--- config.mk ---
export PLATFORM = sky130hd
export DESIGN_NAME = telnet_stream_parser_top
export DESIGN_NICKNAME = d
export VERILOG_FILES = /design/src/hw/rtl/tsp_pkg.sv /design/src/hw/rtl/tsp_dpath.sv /design/src/hw/rtl/tsp_ctrl.sv /design/src/hw/rtl/telnet_stream_parser_top.sv
export SDC_FILE = /design/constraint.sdc
export NUM_CORES = 1
export LEC_CHECK = 0
export BUFFER_PORTS_ARGS = -buffer_cell sky130_fd_sc_hd__buf_4
export CORE_MARGIN = 4
export CORE_UTILIZATION = 60
export DETAILED_ROUTE_END_ITERATION = 6
export GPL_TIMING_DRIVEN = 0
export PLACE_DENSITY = 0.88
export REMOVE_ABC_BUFFERS = 1
export SYNTH_ARGS = -nofsm -noshare
export SYNTH_HDL_FRONTEND = slang
export SYNTH_SLANG_ARGS = --single-unit
--- constraint.sdc ---
create_clock -name i_clk -period 6.25 [get_ports i_clk]
set_input_delay 1.25 -clock i_clk [delete_from_list [all_inputs] [get_ports i_clk]]
set_output_delay 1.25 -clock i_clk [all_outputs]
set_load 0.1 [all_outputs]
--- src/hw/rtl/tsp_pkg.sv ---
// ----------------------------------------------------------------------------
// tsp_pkg
// shared constants, byte codes and control types of the telnet stream parser
// ----------------------------------------------------------------------------
package tsp_pkg;

    // payload store geometry
    localparam int PAYLOAD_DEPTH = 16;
    localparam int IDX_W         = 4;
    localparam int CNT_W         = 5;
    localparam logic [CNT_W-1:0] MAX_RUN = 5'd16;

    // telnet byte codes
    localparam logic [7:0] B_IAC  = 8'd255;
    localparam logic [7:0] B_DONT = 8'd254;
    localparam logic [7:0] B_WILL = 8'd251;
    localparam logic [7:0] B_SB   = 8'd250;
    localparam logic [7:0] B_SE   = 8'd240;

    // result kinds
    localparam logic [1:0] KIND_TEXT    = 2'd0;
    localparam logic [1:0] KIND_CMD     = 2'd1;
    localparam logic [1:0] KIND_OPTION  = 2'd2;
    localparam logic [1:0] KIND_PAYLOAD = 2'd3;

    // which result the output register is loaded with
    typedef enum logic [2:0] {
        EM_NONE,
        EM_TEXT,
        EM_IAC,
        EM_CMD,
        EM_OPT,
        EM_EMPTY,
        EM_PAYLOAD
    } t_emit;

    // controller to datapath
    typedef struct packed {
        t_emit emit;
        logic  store_byte;
        logic  store_iac;
        logic  store_hold;
        logic  clr_count;
        logic  load_pend;
        logic  load_hold;
        logic  rd_reset;
        logic  rd_advance;
    } t_cmd;

    // datapath to controller
    typedef struct packed {
        logic is_iac;
        logic is_se;
        logic is_sb;
        logic is_opt;
        logic cnt_zero;
        logic out_free;
        logic run_end;
    } t_sts;

endpackage

--- src/hw/rtl/tsp_dpath.sv ---
// ----------------------------------------------------------------------------
// tsp_dpath
// byte decode, payload store, read pointer and result register
// ----------------------------------------------------------------------------
module tsp_dpath (
    input  logic                i_clk,
    input  logic                i_rst_n,
    input  logic [7:0]          i_rx_byte,
    input  logic                i_res_stall,
    input  tsp_pkg::t_cmd       i_cmd,
    output tsp_pkg::t_sts       o_sts,
    output logic                o_res_valid,
    output logic [1:0]          o_kind,
    output logic [7:0]          o_data_byte,
    output logic [7:0]          o_command_code,
    output logic [7:0]          o_option_code,
    output logic [4:0]          o_payload_length,
    output logic [3:0]          o_payload_index,
    output logic                o_last
);

    logic [7:0] r_mem [tsp_pkg::PAYLOAD_DEPTH];
    logic [7:0] r_rd_data;

    logic [tsp_pkg::CNT_W-1:0] r_count, n_count;
    logic [tsp_pkg::IDX_W-1:0] r_rd_idx, n_rd_idx;
    logic [7:0] r_pend, r_hold, r_first;
    logic [tsp_pkg::CNT_W-1:0] run_len;

    logic       wr_en;
    logic [7:0] wr_data;

    logic       r_out_valid, n_out_valid;
    logic [1:0] r_kind;
    logic [7:0] r_data, r_cmd, r_opt;
    logic [4:0] r_len;
    logic [3:0] r_idx;
    logic       r_last;

    // byte decode and status
    always_comb begin
        o_sts.is_iac   = (i_rx_byte == tsp_pkg::B_IAC);
        o_sts.is_se    = (i_rx_byte == tsp_pkg::B_SE);
        o_sts.is_sb    = (i_rx_byte == tsp_pkg::B_SB);
        o_sts.is_opt   = (i_rx_byte >= tsp_pkg::B_WILL) && (i_rx_byte <= tsp_pkg::B_DONT);
        o_sts.cnt_zero = (r_count == '0);
        o_sts.out_free = !r_out_valid || !i_res_stall;
        o_sts.run_end  = ({1'b0, r_rd_idx} + 5'd1) == run_len;
    end

    assign run_len = (r_count > tsp_pkg::MAX_RUN) ? tsp_pkg::MAX_RUN : r_count;

    // store write port: one entry a cycle, dropped once full
    always_comb begin
        wr_data = i_rx_byte;
        if (i_cmd.store_iac) begin
            wr_data = tsp_pkg::B_IAC;
        end else if (i_cmd.store_hold) begin
            wr_data = r_hold;
        end
        wr_en = (i_cmd.store_byte || i_cmd.store_iac || i_cmd.store_hold)
                && (r_count < tsp_pkg::CNT_W'(tsp_pkg::PAYLOAD_DEPTH));
    end

    always_comb begin
        n_count = r_count;
        if (i_cmd.clr_count) begin
            n_count = '0;
        end else if (wr_en) begin
            n_count = r_count + 1'b1;
        end
        n_rd_idx = r_rd_idx;
        if (i_cmd.rd_reset) begin
            n_rd_idx = '0;
        end else if (i_cmd.rd_advance) begin
            n_rd_idx = r_rd_idx + 1'b1;
        end
    end

    always_ff @(posedge i_clk) begin
        if (wr_en) begin
            r_mem[r_count[tsp_pkg::IDX_W-1:0]] <= wr_data;
        end
        r_rd_data <= r_mem[r_rd_idx];
    end

    always_ff @(posedge i_clk) begin
        if (!i_rst_n) begin
            r_count  <= '0;
            r_pend   <= '0;
            r_rd_idx <= '0;
        end else begin
            r_count  <= n_count;
            r_rd_idx <= n_rd_idx;
            if (i_cmd.load_pend) begin
                r_pend <= i_rx_byte;
            end
        end
    end

    always_ff @(posedge i_clk) begin
        if (i_cmd.load_hold) begin
            r_hold <= i_rx_byte;
        end
        if (wr_en && (r_count == '0)) begin
            r_first <= wr_data;
        end
    end

    // result register
    always_comb begin
        n_out_valid = r_out_valid && i_res_stall;
        if (i_cmd.emit != tsp_pkg::EM_NONE) begin
            n_out_valid = 1'b1;
        end
    end

    always_ff @(posedge i_clk) begin
        if (!i_rst_n) begin
            r_out_valid <= 1'b0;
        end else begin
            r_out_valid <= n_out_valid;
        end
    end

    always_ff @(posedge i_clk) begin
        if (i_cmd.emit != tsp_pkg::EM_NONE) begin
            r_kind <= tsp_pkg::KIND_TEXT;
            r_data <= '0;
            r_cmd  <= '0;
            r_opt  <= '0;
            r_len  <= '0;
            r_idx  <= '0;
            r_last <= 1'b1;
            unique case (i_cmd.emit)
                tsp_pkg::EM_TEXT: begin
                    r_data <= i_rx_byte;
                end
                tsp_pkg::EM_IAC: begin
                    r_data <= tsp_pkg::B_IAC;
                end
                tsp_pkg::EM_CMD: begin
                    r_kind <= tsp_pkg::KIND_CMD;
                    r_cmd  <= i_rx_byte;
                end
                tsp_pkg::EM_OPT: begin
                    r_kind <= tsp_pkg::KIND_OPTION;
                    r_cmd  <= r_pend;
                    r_opt  <= i_rx_byte;
                end
                tsp_pkg::EM_EMPTY: begin
                    r_kind <= tsp_pkg::KIND_PAYLOAD;
                    r_cmd  <= r_pend;
                end
                tsp_pkg::EM_PAYLOAD: begin
                    r_kind <= tsp_pkg::KIND_PAYLOAD;
                    r_data <= r_rd_data;
                    r_cmd  <= r_pend;
                    r_opt  <= r_first;
                    r_len  <= run_len;
                    r_idx  <= r_rd_idx;
                    r_last <= o_sts.run_end;
                end
                default: begin
                end
            endcase
        end
    end

    assign o_res_valid      = r_out_valid;
    assign o_kind           = r_kind;
    assign o_data_byte      = r_data;
    assign o_command_code   = r_cmd;
    assign o_option_code    = r_opt;
    assign o_payload_length = r_len;
    assign o_payload_index  = r_idx;
    assign o_last           = r_last;

endmodule

--- src/hw/rtl/tsp_ctrl.sv ---
// ----------------------------------------------------------------------------
// tsp_ctrl
// parse state machine, input stall and datapath commands
// ----------------------------------------------------------------------------
module tsp_ctrl (
    input  logic           i_clk,
    input  logic           i_rst_n,
    input  logic           i_rx_valid,
    input  tsp_pkg::t_sts  i_sts,
    output logic           o_rx_stall,
    output tsp_pkg::t_cmd  o_cmd
);

    typedef enum logic [7:0] {
        S_TEXT  = 8'b0000_0001,
        S_CMD   = 8'b0000_0010,
        S_OPT   = 8'b0000_0100,
        S_SB    = 8'b0000_1000,
        S_SBIAC = 8'b0001_0000,
        S_SBESC = 8'b0010_0000,
        S_BRD   = 8'b0100_0000,
        S_BEMIT = 8'b1000_0000
    } t_state;

    t_state r_state, n_state;
    logic   busy;
    logic   fire;

    // busy states take no byte
    assign busy       = (r_state == S_SBESC) || (r_state == S_BRD) || (r_state == S_BEMIT);
    assign o_rx_stall = busy || !i_sts.out_free;
    assign fire       = i_rx_valid && !o_rx_stall;

    always_comb begin
        n_state = r_state;
        o_cmd   = '0;
        o_cmd.emit = tsp_pkg::EM_NONE;
        unique case (r_state)
            S_CMD: begin
                if (fire) begin
                    n_state = S_TEXT;
                    if (i_sts.is_iac) begin
                        o_cmd.emit = tsp_pkg::EM_IAC;
                    end else if (i_sts.is_opt) begin
                        o_cmd.load_pend = 1'b1;
                        n_state = S_OPT;
                    end else if (i_sts.is_sb) begin
                        o_cmd.load_pend = 1'b1;
                        o_cmd.clr_count = 1'b1;
                        n_state = S_SB;
                    end else if (!i_sts.is_se) begin
                        o_cmd.emit = tsp_pkg::EM_CMD;
                    end
                end
            end
            S_OPT: begin
                if (fire) begin
                    o_cmd.emit = tsp_pkg::EM_OPT;
                    n_state = S_TEXT;
                end
            end
            S_SB: begin
                if (fire) begin
                    if (i_sts.is_iac) begin
                        n_state = S_SBIAC;
                    end else begin
                        o_cmd.store_byte = 1'b1;
                    end
                end
            end
            S_SBIAC: begin
                if (fire) begin
                    if (i_sts.is_se) begin
                        if (i_sts.cnt_zero) begin
                            o_cmd.emit = tsp_pkg::EM_EMPTY;
                            n_state = S_TEXT;
                        end else begin
                            o_cmd.rd_reset = 1'b1;
                            n_state = S_BRD;
                        end
                    end else if (i_sts.is_iac) begin
                        o_cmd.store_byte = 1'b1;
                        n_state = S_SB;
                    end else begin
                        o_cmd.store_iac = 1'b1;
                        o_cmd.load_hold = 1'b1;
                        n_state = S_SBESC;
                    end
                end
            end
            S_SBESC: begin
                o_cmd.store_hold = 1'b1;
                n_state = S_SB;
            end
            S_BRD: begin
                n_state = S_BEMIT;
            end
            S_BEMIT: begin
                if (i_sts.out_free) begin
                    o_cmd.emit = tsp_pkg::EM_PAYLOAD;
                    if (i_sts.run_end) begin
                        n_state = S_TEXT;
                    end else begin
                        o_cmd.rd_advance = 1'b1;
                        n_state = S_BRD;
                    end
                end
            end
            default: begin
                if (fire) begin
                    if (i_sts.is_iac) begin
                        n_state = S_CMD;
                    end else begin
                        o_cmd.emit = tsp_pkg::EM_TEXT;
                        n_state = S_TEXT;
                    end
                end
            end
        endcase
    end

    always_ff @(posedge i_clk) begin
        if (!i_rst_n) begin
            r_state <= S_TEXT;
        end else begin
            r_state <= n_state;
        end
    end

endmodule

--- src/hw/rtl/telnet_stream_parser_top.sv ---
// ----------------------------------------------------------------------------
// telnet_stream_parser_top
// splits a received telnet byte stream into text, commands and payload runs
// ----------------------------------------------------------------------------
// channel   direction  handshake                  payload
// rx        in         i_rx_valid / o_rx_stall    i_rx_byte
// res       out        o_res_valid / i_res_stall  kind, data, command, option,
//                                                 length, index, last
//
// one byte per cycle while the result register drains; results other than
// payload runs are registered and appear in the cycle after the byte
// that causes them; a payload run reads each stored byte (registered store
// read) and then emits it; input is stalled for the whole run and while an
// escape that stores two bytes writes the second (single store write port)
// reset is synchronous, active low; the payload store holds no reset value
// ----------------------------------------------------------------------------
module telnet_stream_parser_top (
    input  logic       i_clk,
    input  logic       i_rst_n,
    // rx byte transfer
    input  logic       i_rx_valid,
    output logic       o_rx_stall,
    input  logic [7:0] i_rx_byte,
    // result transfer
    output logic       o_res_valid,
    input  logic       i_res_stall,
    output logic [1:0] o_kind,
    output logic [7:0] o_data_byte,
    output logic [7:0] o_command_code,
    output logic [7:0] o_option_code,
    output logic [4:0] o_payload_length,
    output logic [3:0] o_payload_index,
    output logic       o_last
);

    tsp_pkg::t_cmd cmd;
    tsp_pkg::t_sts sts;

    // parse state machine
    tsp_ctrl u_ctrl (
        .i_clk      (i_clk),
        .i_rst_n    (i_rst_n),
        .i_rx_valid (i_rx_valid),
        .i_sts      (sts),
        .o_rx_stall (o_rx_stall),
        .o_cmd      (cmd)
    );

    // decode, store and result register
    tsp_dpath u_dpath (
        .i_clk            (i_clk),
        .i_rst_n          (i_rst_n),
        .i_rx_byte        (i_rx_byte),
        .i_res_stall      (i_res_stall),
        .i_cmd            (cmd),
        .o_sts            (sts),
        .o_res_valid      (o_res_valid),
        .o_kind           (o_kind),
        .o_data_byte      (o_data_byte),
        .o_command_code   (o_command_code),
        .o_option_code    (o_option_code),
        .o_payload_length (o_payload_length),
        .o_payload_index  (o_payload_index),
        .o_last           (o_last)
    );

    // result register is only loaded when it is empty or draining
    a_load_when_free: assert property (@(posedge i_clk) disable iff (!i_rst_n)
        (cmd.emit != tsp_pkg::EM_NONE) |-> sts.out_free)
        else $error("result register overwritten while stalled");

    // no byte is taken during a payload run
    a_run_stalls_input: assert property (@(posedge i_clk) disable iff (!i_rst_n)
        (cmd.emit == tsp_pkg::EM_PAYLOAD) |-> o_rx_stall)
        else $error("rx transfer during payload run");

    // payload index stays inside the reported run
    a_index_in_run: assert property (@(posedge i_clk) disable iff (!i_rst_n)
        (o_res_valid && (o_kind == tsp_pkg::KIND_PAYLOAD) && (o_payload_length != 5'd0))
        |-> ({1'b0, o_payload_index} < o_payload_length))
        else $error("payload index beyond run length");

endmodule
### Yosys cells after proc, flatten, opt, wreduce, memory -nomap -nowiden

Memory sizes are Yosys's and may differ from the RTL's. A register that Yosys moved wholly into a read port is not among the register bits.
Index checks and enable logic that the tools add are counted.

* output and inout bits: 38
* input bits: 12
* memories: 1
* flip-flop bits (word level): 78
* bits in writable memories: 128
* logic and storage cells: 130

Memory list
* u_dpath.r_mem: depth 16, width 8, read ports 1, clocked after Yosys merged registers in 1, wr ports 1, line tsp_dpath.sv:22 `logic [7:0] r_mem [tsp_pkg::PAYLOAD_DEPTH];`

* bitwise operators: 1
* reductions and logical operators: 24
* magnitude comparators: 4
* equal/unequal tests: 23
* add/sub/neg operators: 3
* muxes and demuxes: 60

Operator list (count)
* 8-bit two-way mux: 11
* 8-bit case mux with 7 select lines: 1
* 8-bit equality test, second input constant: 4
* 8-bit case mux with 2 select lines: 2
* 3-bit two-way mux: 8
* 8-bit case mux with 3 select lines: 1
* 7-bit two-way mux: 3
* 2-bit two-way mux: 10
* 1-bit two-way mux: 17
* 3-bit case mux with 5 select lines: 1
* 5-bit two-way mux: 2
* 2-bit by 1-bit != test with 1-bit output, second input constant: 5
* 3-bit equality test, second input constant: 3
* 8-bit by 2-bit equality test with 1-bit output, second input constant: 1
* 8-bit by 3-bit equality test with 1-bit output, second input constant: 1
* 8-bit by 4-bit equality test with 1-bit output, second input constant: 1
* 8-bit by 5-bit equality test with 1-bit output, second input constant: 1
* 8-bit by 6-bit equality test with 1-bit output, second input constant: 1
* 8-bit by 7-bit equality test with 1-bit output, second input constant: 1
* 8-bit greater-or-equal comparator, second input constant: 1
* 8-bit less-or-equal comparator, second input constant: 1
* 7-bit AND reduction: 1
* 3-bit by 2-bit equality test with 1-bit output, second input constant: 2
* 1-bit logical OR: 6
* 20 further kinds: 30

### Logic depth before layout (Yosys ltp)

* depth in word-level cells: 13
* mapped depth: 8
* gate-level depth less buffers: 8

### Cells and area by module

A second synthesis with hierarchy kept.

* cells, all modules: 558
* area total of the unflattened synthesis: 9026.2 µm²

By module, submodules not included
* tsp_dpath: cells each 456, times used 1, area each 8289.2 µm², seq. area each 5925.7 µm²
* tsp_ctrl: cells each 102, times used 1, area each 737.0 µm², seq. area each 160.2 µm²

### Worst setup path before layout

OpenSTA, ideal clock, no wires.

* path type: input to register
* from: input port i_rx_byte[0]
* to: register u_dpath.r_cmd[0] (netlist: u_dpath.o_command_code[0]) (enable)
* required time: 5.856 ns
* cell stages on the path: 6
* path buffers: 1
* arrival time: 3.276 ns
* library setup time: 0.394 ns
* slack: 2.580 ns
* cell sequence: clkbuf_1 > nor4_1 > nand2_1 > o31a_1 > a21oi_1 > or3_1

* word-level cells in the longest chain between the ends: 8
* elaborated cells on any way between the ends: 17
* those cells by class: order compare (2); eq/ne (3); mux (10); reduce/logical (2)

Ends and longest elaborated chain
* start, declared: line telnet_stream_parser_top.sv:23 `input logic [7:0] i_rx_byte,`
* branches (longest 6 deep; another with 8-bit greater-or-equal comparator)
* 3-bit case mux with 5 select lines *: line tsp_ctrl.sv:38 `unique case (r_state)`
* 3-bit nonzero test *: line tsp_dpath.sv:127 `if (i_cmd.emit != tsp_pkg::EM_NONE) begin`
* end signal, assigned: line tsp_dpath.sv:144 `r_cmd <= i_rx_byte;`
* end signal, assigned: line tsp_dpath.sv:148 `r_cmd <= r_pend;`
* end signal, assigned: line tsp_dpath.sv:153 `r_cmd <= r_pend;`
* end, declared: line tsp_dpath.sv:35 `logic [7:0] r_data, r_cmd, r_opt;`

Every way passes the cells marked *.
A chain may end at the register's enable or synchronous reset.

### Final worst setup path

* from: register u_ctrl.r_state[3]
* to: memory u_dpath.r_mem[1][4] (enable)

* word-level cells in the longest chain between the ends: 13
* elaborated cells on any way between the ends: 20
* those cells by class: eq/ne (5); mux (7); reduce/logical (8)

Ends and longest elaborated chain
* start, declared: line tsp_ctrl.sv:25 `t_state r_state, n_state;`
* start signal, assigned: line tsp_ctrl.sv:126 `r_state <= n_state;`
* 8-bit by 6-bit equality test with 1-bit output / 8-bit by 7-bit equality test with 1-bit output (equally long branches): line tsp_ctrl.sv:30, tsp_ctrl.sv:38
* 1-bit logical OR (2 in series): line tsp_ctrl.sv:30 `assign busy = (r_state == S_SBESC) || (r_state == S_BRD) || (r_state == S_BEMIT);`
* 1-bit logical OR: line tsp_ctrl.sv:31 `assign o_rx_stall = busy || !i_sts.out_free;`
* 1-bit logical NOT: line tsp_ctrl.sv:32 `assign fire = i_rx_valid && !o_rx_stall;`
* 1-bit logical AND: line tsp_ctrl.sv:32
* 5-bit two-way mux / 1-bit two-way mux (equally long branches): line tsp_ctrl.sv:72, tsp_ctrl.sv:63
* 1-bit case mux with 2 select lines / 1-bit two-way mux (equally long branches): line tsp_ctrl.sv:38
* 1-bit logical OR: line tsp_dpath.sv:61 `wr_en = (i_cmd.store_byte || i_cmd.store_iac || i_cmd.store_hold)`
* 1-bit logical OR *: line tsp_dpath.sv:61
* 1-bit logical AND *: line tsp_dpath.sv:62 `&& (r_count < tsp_pkg::CNT_W'(tsp_pkg::PAYLOAD_DEPTH));`
* 1-bit two-way mux *: line tsp_dpath.sv:81 `if (wr_en) begin`
* 1-bit two-way mux (implied by the code) *: line tsp_dpath.sv:82 `r_mem[r_count[tsp_pkg::IDX_W-1:0]] <= wr_data;`
* end, declared: line tsp_dpath.sv:22

Every way passes the cells marked *; elsewhere a longest branch is shown, timed or not.

==> flow_summary.toml <==
[logic_synthesis]
synth_edf_count = 180
synth_ff_type = "edfxtp_1"
ys_seq_elements = 214
synth_largest_area_cell = "edfxtp_1"
synth_cell_types = 63
syn_area_um2 = 8848
netlist_instances = 558
async_reset_ff_share_pct = 0
ys_seq_area_share_pct = 68.78
yosysTopAreaCellShare_pct = 61.09
yosys_warnings = 0
syn_area_per_cell_um2 = 15.86
synth.area.top_cells = "edfxtp_1, mux4_2, dfxtp_1, nand2_1, a22o_1"

[cts]
clock_path_buffers = 3
cts_setup_buffers = 0
cts_made_buffers = 22
htree_levels = 1
cts_tree = "built"
post_cts_resized = 0
cts_sinks = 214
hold_buffers = 0
root_buffer = "clkbuf_16"
insertion_delay_ns = 0.51
clkTransAtPathRegs_ns = 0.07

[job]
drv_cap = 0

[setup_path]
cp_data_arrival_time_ns = 4.42
path_class = "flip-flop to flip-flop"
path_cells = "nor3_2 > nand4_1 > nand4_1 > o21ai_1 > nand3_1 > nor3_1"
critPathMaxFanout = 13
setup.worst_path.start_class = "flip-flop"
cp_common_cell = "nand4_1"
cpPeakStageDelay_ns = 1.03
crit_required_ns = 6.37
cp-end-kind = "flip-flop"
slowest_stage = "nor3_1"

[placement]
dp.cells = 762
io_buffers = 49
gp_congestion = 0.9063
place_area_um2 = 9353
dpl.hpwl_um = 12650

[sta]
tns_ns = 0
clock_skew_ns = 0.01104
max_slew_margin_pct = 15.27
hold_violations = 0
rsz0062_at_grt = "false"
setup_viol_count_final = 0
holdWs_ns = 0.4791
post-route-min-period_ns = 4.301
fmax_mhz = 232.5
worst_pin_slew_ns = 1.261
slew_violations = 0
fin_crit_sh_pct = 68.82

[min_path]
hold_class = "flip-flop to flip-flop"

[pwr]
leakage_nw = 3.386
peakVddDrop_v = 0.0002137
cellPowerDensity_nw_per_um2 = 314.6

[grt]
grt_pass1_vias = 5364
grt_start_max_net_pins = 39
grt_pass1_wl_um = 30280
grt_overflow = 0
grt_usage_pct = 23.68
antenna_found_initial = 0

[drt]
wl_per_cell_um = 24.39
drt-met1-wl_um = 7022
viasPerCell = 6.701
drc = 0
route.met2.wl_um = 10330
drtIter0Drc = 791
first_pass_iters = 6
drtAntennaViolNets = 0
highest_layer = "met4"
route.met3.wl_um = 1759
routed_wl_um = 19560
vias = 5374

[layout]
drive_gt1_share_pct = 23.79
final_area_um2 = 10130
stdcell_count = 802
layout_common_cells = "edfxtp_1, buf_4, mux4_2"
layout_commonest_cell = "edfxtp_1"
area_growth_pct = 14.45
layout.nets = 619
antenna_cells = 0

[floorplan]
core_um2 = 14480
floorplan.rows = 44
ios = 50
die_area_um2 = 16750
fp.dieH_um = 129.4
die_width_um = 129.4
initial_core_util_pct = 61.11

[run_status]
status = "complete, no violations"
flip-flops by register name, indices dropped and copies added (netlist names):
| register | count |
|---|---|
| u_dpath.r_first | 8 |
| u_dpath.o_command_code | 8 |
| u_ctrl.r_state | 8 |
| u_dpath.o_res_valid | 1 |
| u_dpath.r_rd_idx | 4 |
| u_dpath.r_count | 5 |
| u_dpath.o_kind | 2 |
| u_dpath.o_last | 1 |
| u_dpath.o_payload_index | 4 |
| u_dpath.r_mem | 128 |
| u_dpath.r_pend | 8 |
| u_dpath.r_hold | 8 |
| u_dpath.o_option_code | 8 |
| u_dpath.r_rd_data | 8 |
| u_dpath.o_data_byte | 8 |
| u_dpath.o_payload_length | 5 |
metrics by stage:
step / power [W] / setup WS [ns] / utilization (%)
after floorplan: 0.001779 / 2.579 / -
after global placement: 0.001833 / 1.869 / 64.31
after detailed placement: 0.001841 / 1.746 / 64.60
after CTS: 0.003198 / 2.034 / 69.94
after global routing: 0.003270 / 1.766 / 69.94
final: 0.003186 / 1.949 / 69.94
synthesized netlist by cell type, types with 4 or more instances:
cell / count
mux4_2: 40
clkbuf_1: 20
a21oi_1: 13
and2_1: 5
nand2b_1: 9
o211ai_1: 5
nand2_1: 39
nor3b_1: 4
nand4_1: 5
nand3_1: 21
ha_1: 5
dfxtp_1: 34
inv_1: 5
a22o_1: 16
nor2_1: 36
or3_1: 9
edfxtp_1: 180
xnor2_1: 4
o21a_1: 6
and4_1: 4
buf_2: 6
nor2b_1: 8
o21ai_0: 18
nor3_1: 7
mux2i_1: 9
layer usage:
layer  track usage (%)  up-vias
li1                  -     2281
met1             29.95     2659
met2             42.90      382
met3             3.586       52
met4             6.540        0
met5                 0        -
critical path, delay by kind of cell (launching register included):
family          cells  cell delay, ns
simple gates        5            2.71
compound gates      1            0.70
flops               1            0.49
cells by family after synthesis:
| logic type | count (synthesis) | synth area share (%) |
|---|---|---|
| flops | 214 | 68.78 |
| simple gates | 163 | 9.799 |
| xor+xnor | 7 | 0.8625 |
| mux | 50 | 11.33 |
| fa+ha+maj | 5 | 0.7070 |
| buf+inv | 38 | 1.824 |
| compound gates | 81 | 6.703 |
report_power, final:
part / switching (W) / internal (W)
Sequential: 0.00000948 / 0.00157
Combinational: 0.000192 / 0.0000421
Clock: 0.000583 / 0.000792
final cells by class:
| type | instances | area (µm²) |
|---|---|---|
| well taps | 184 | 230.2 |
| fillers | 870 | 4352 |
| repair buffers | 51 | 402.9 |
| clock buffers | 22 | 550.5 |
| flip-flops and latches | 214 | 6088 |
| multi-input cells | 306 | 2606 |
| inverters | 7 | 26.28 |
| clock inverters | 18 | 222.7 |
worst paths after layout:
check             cells past startpoint               from                   to  slack (ns)
hold reg to reg                       1  u_dpath.r_pend[5]    u_dpath.r_pend[5]        0.48
hold / removal                        1  u_dpath.r_pend[5]    u_dpath.r_pend[5]        0.48
setup / recovery                      6  u_ctrl.r_state[3]  u_dpath.r_mem[1][4]        1.95
setup reg to reg                      6  u_ctrl.r_state[3]  u_dpath.r_mem[1][4]        1.95
Power figures use the tool's default switching activity.
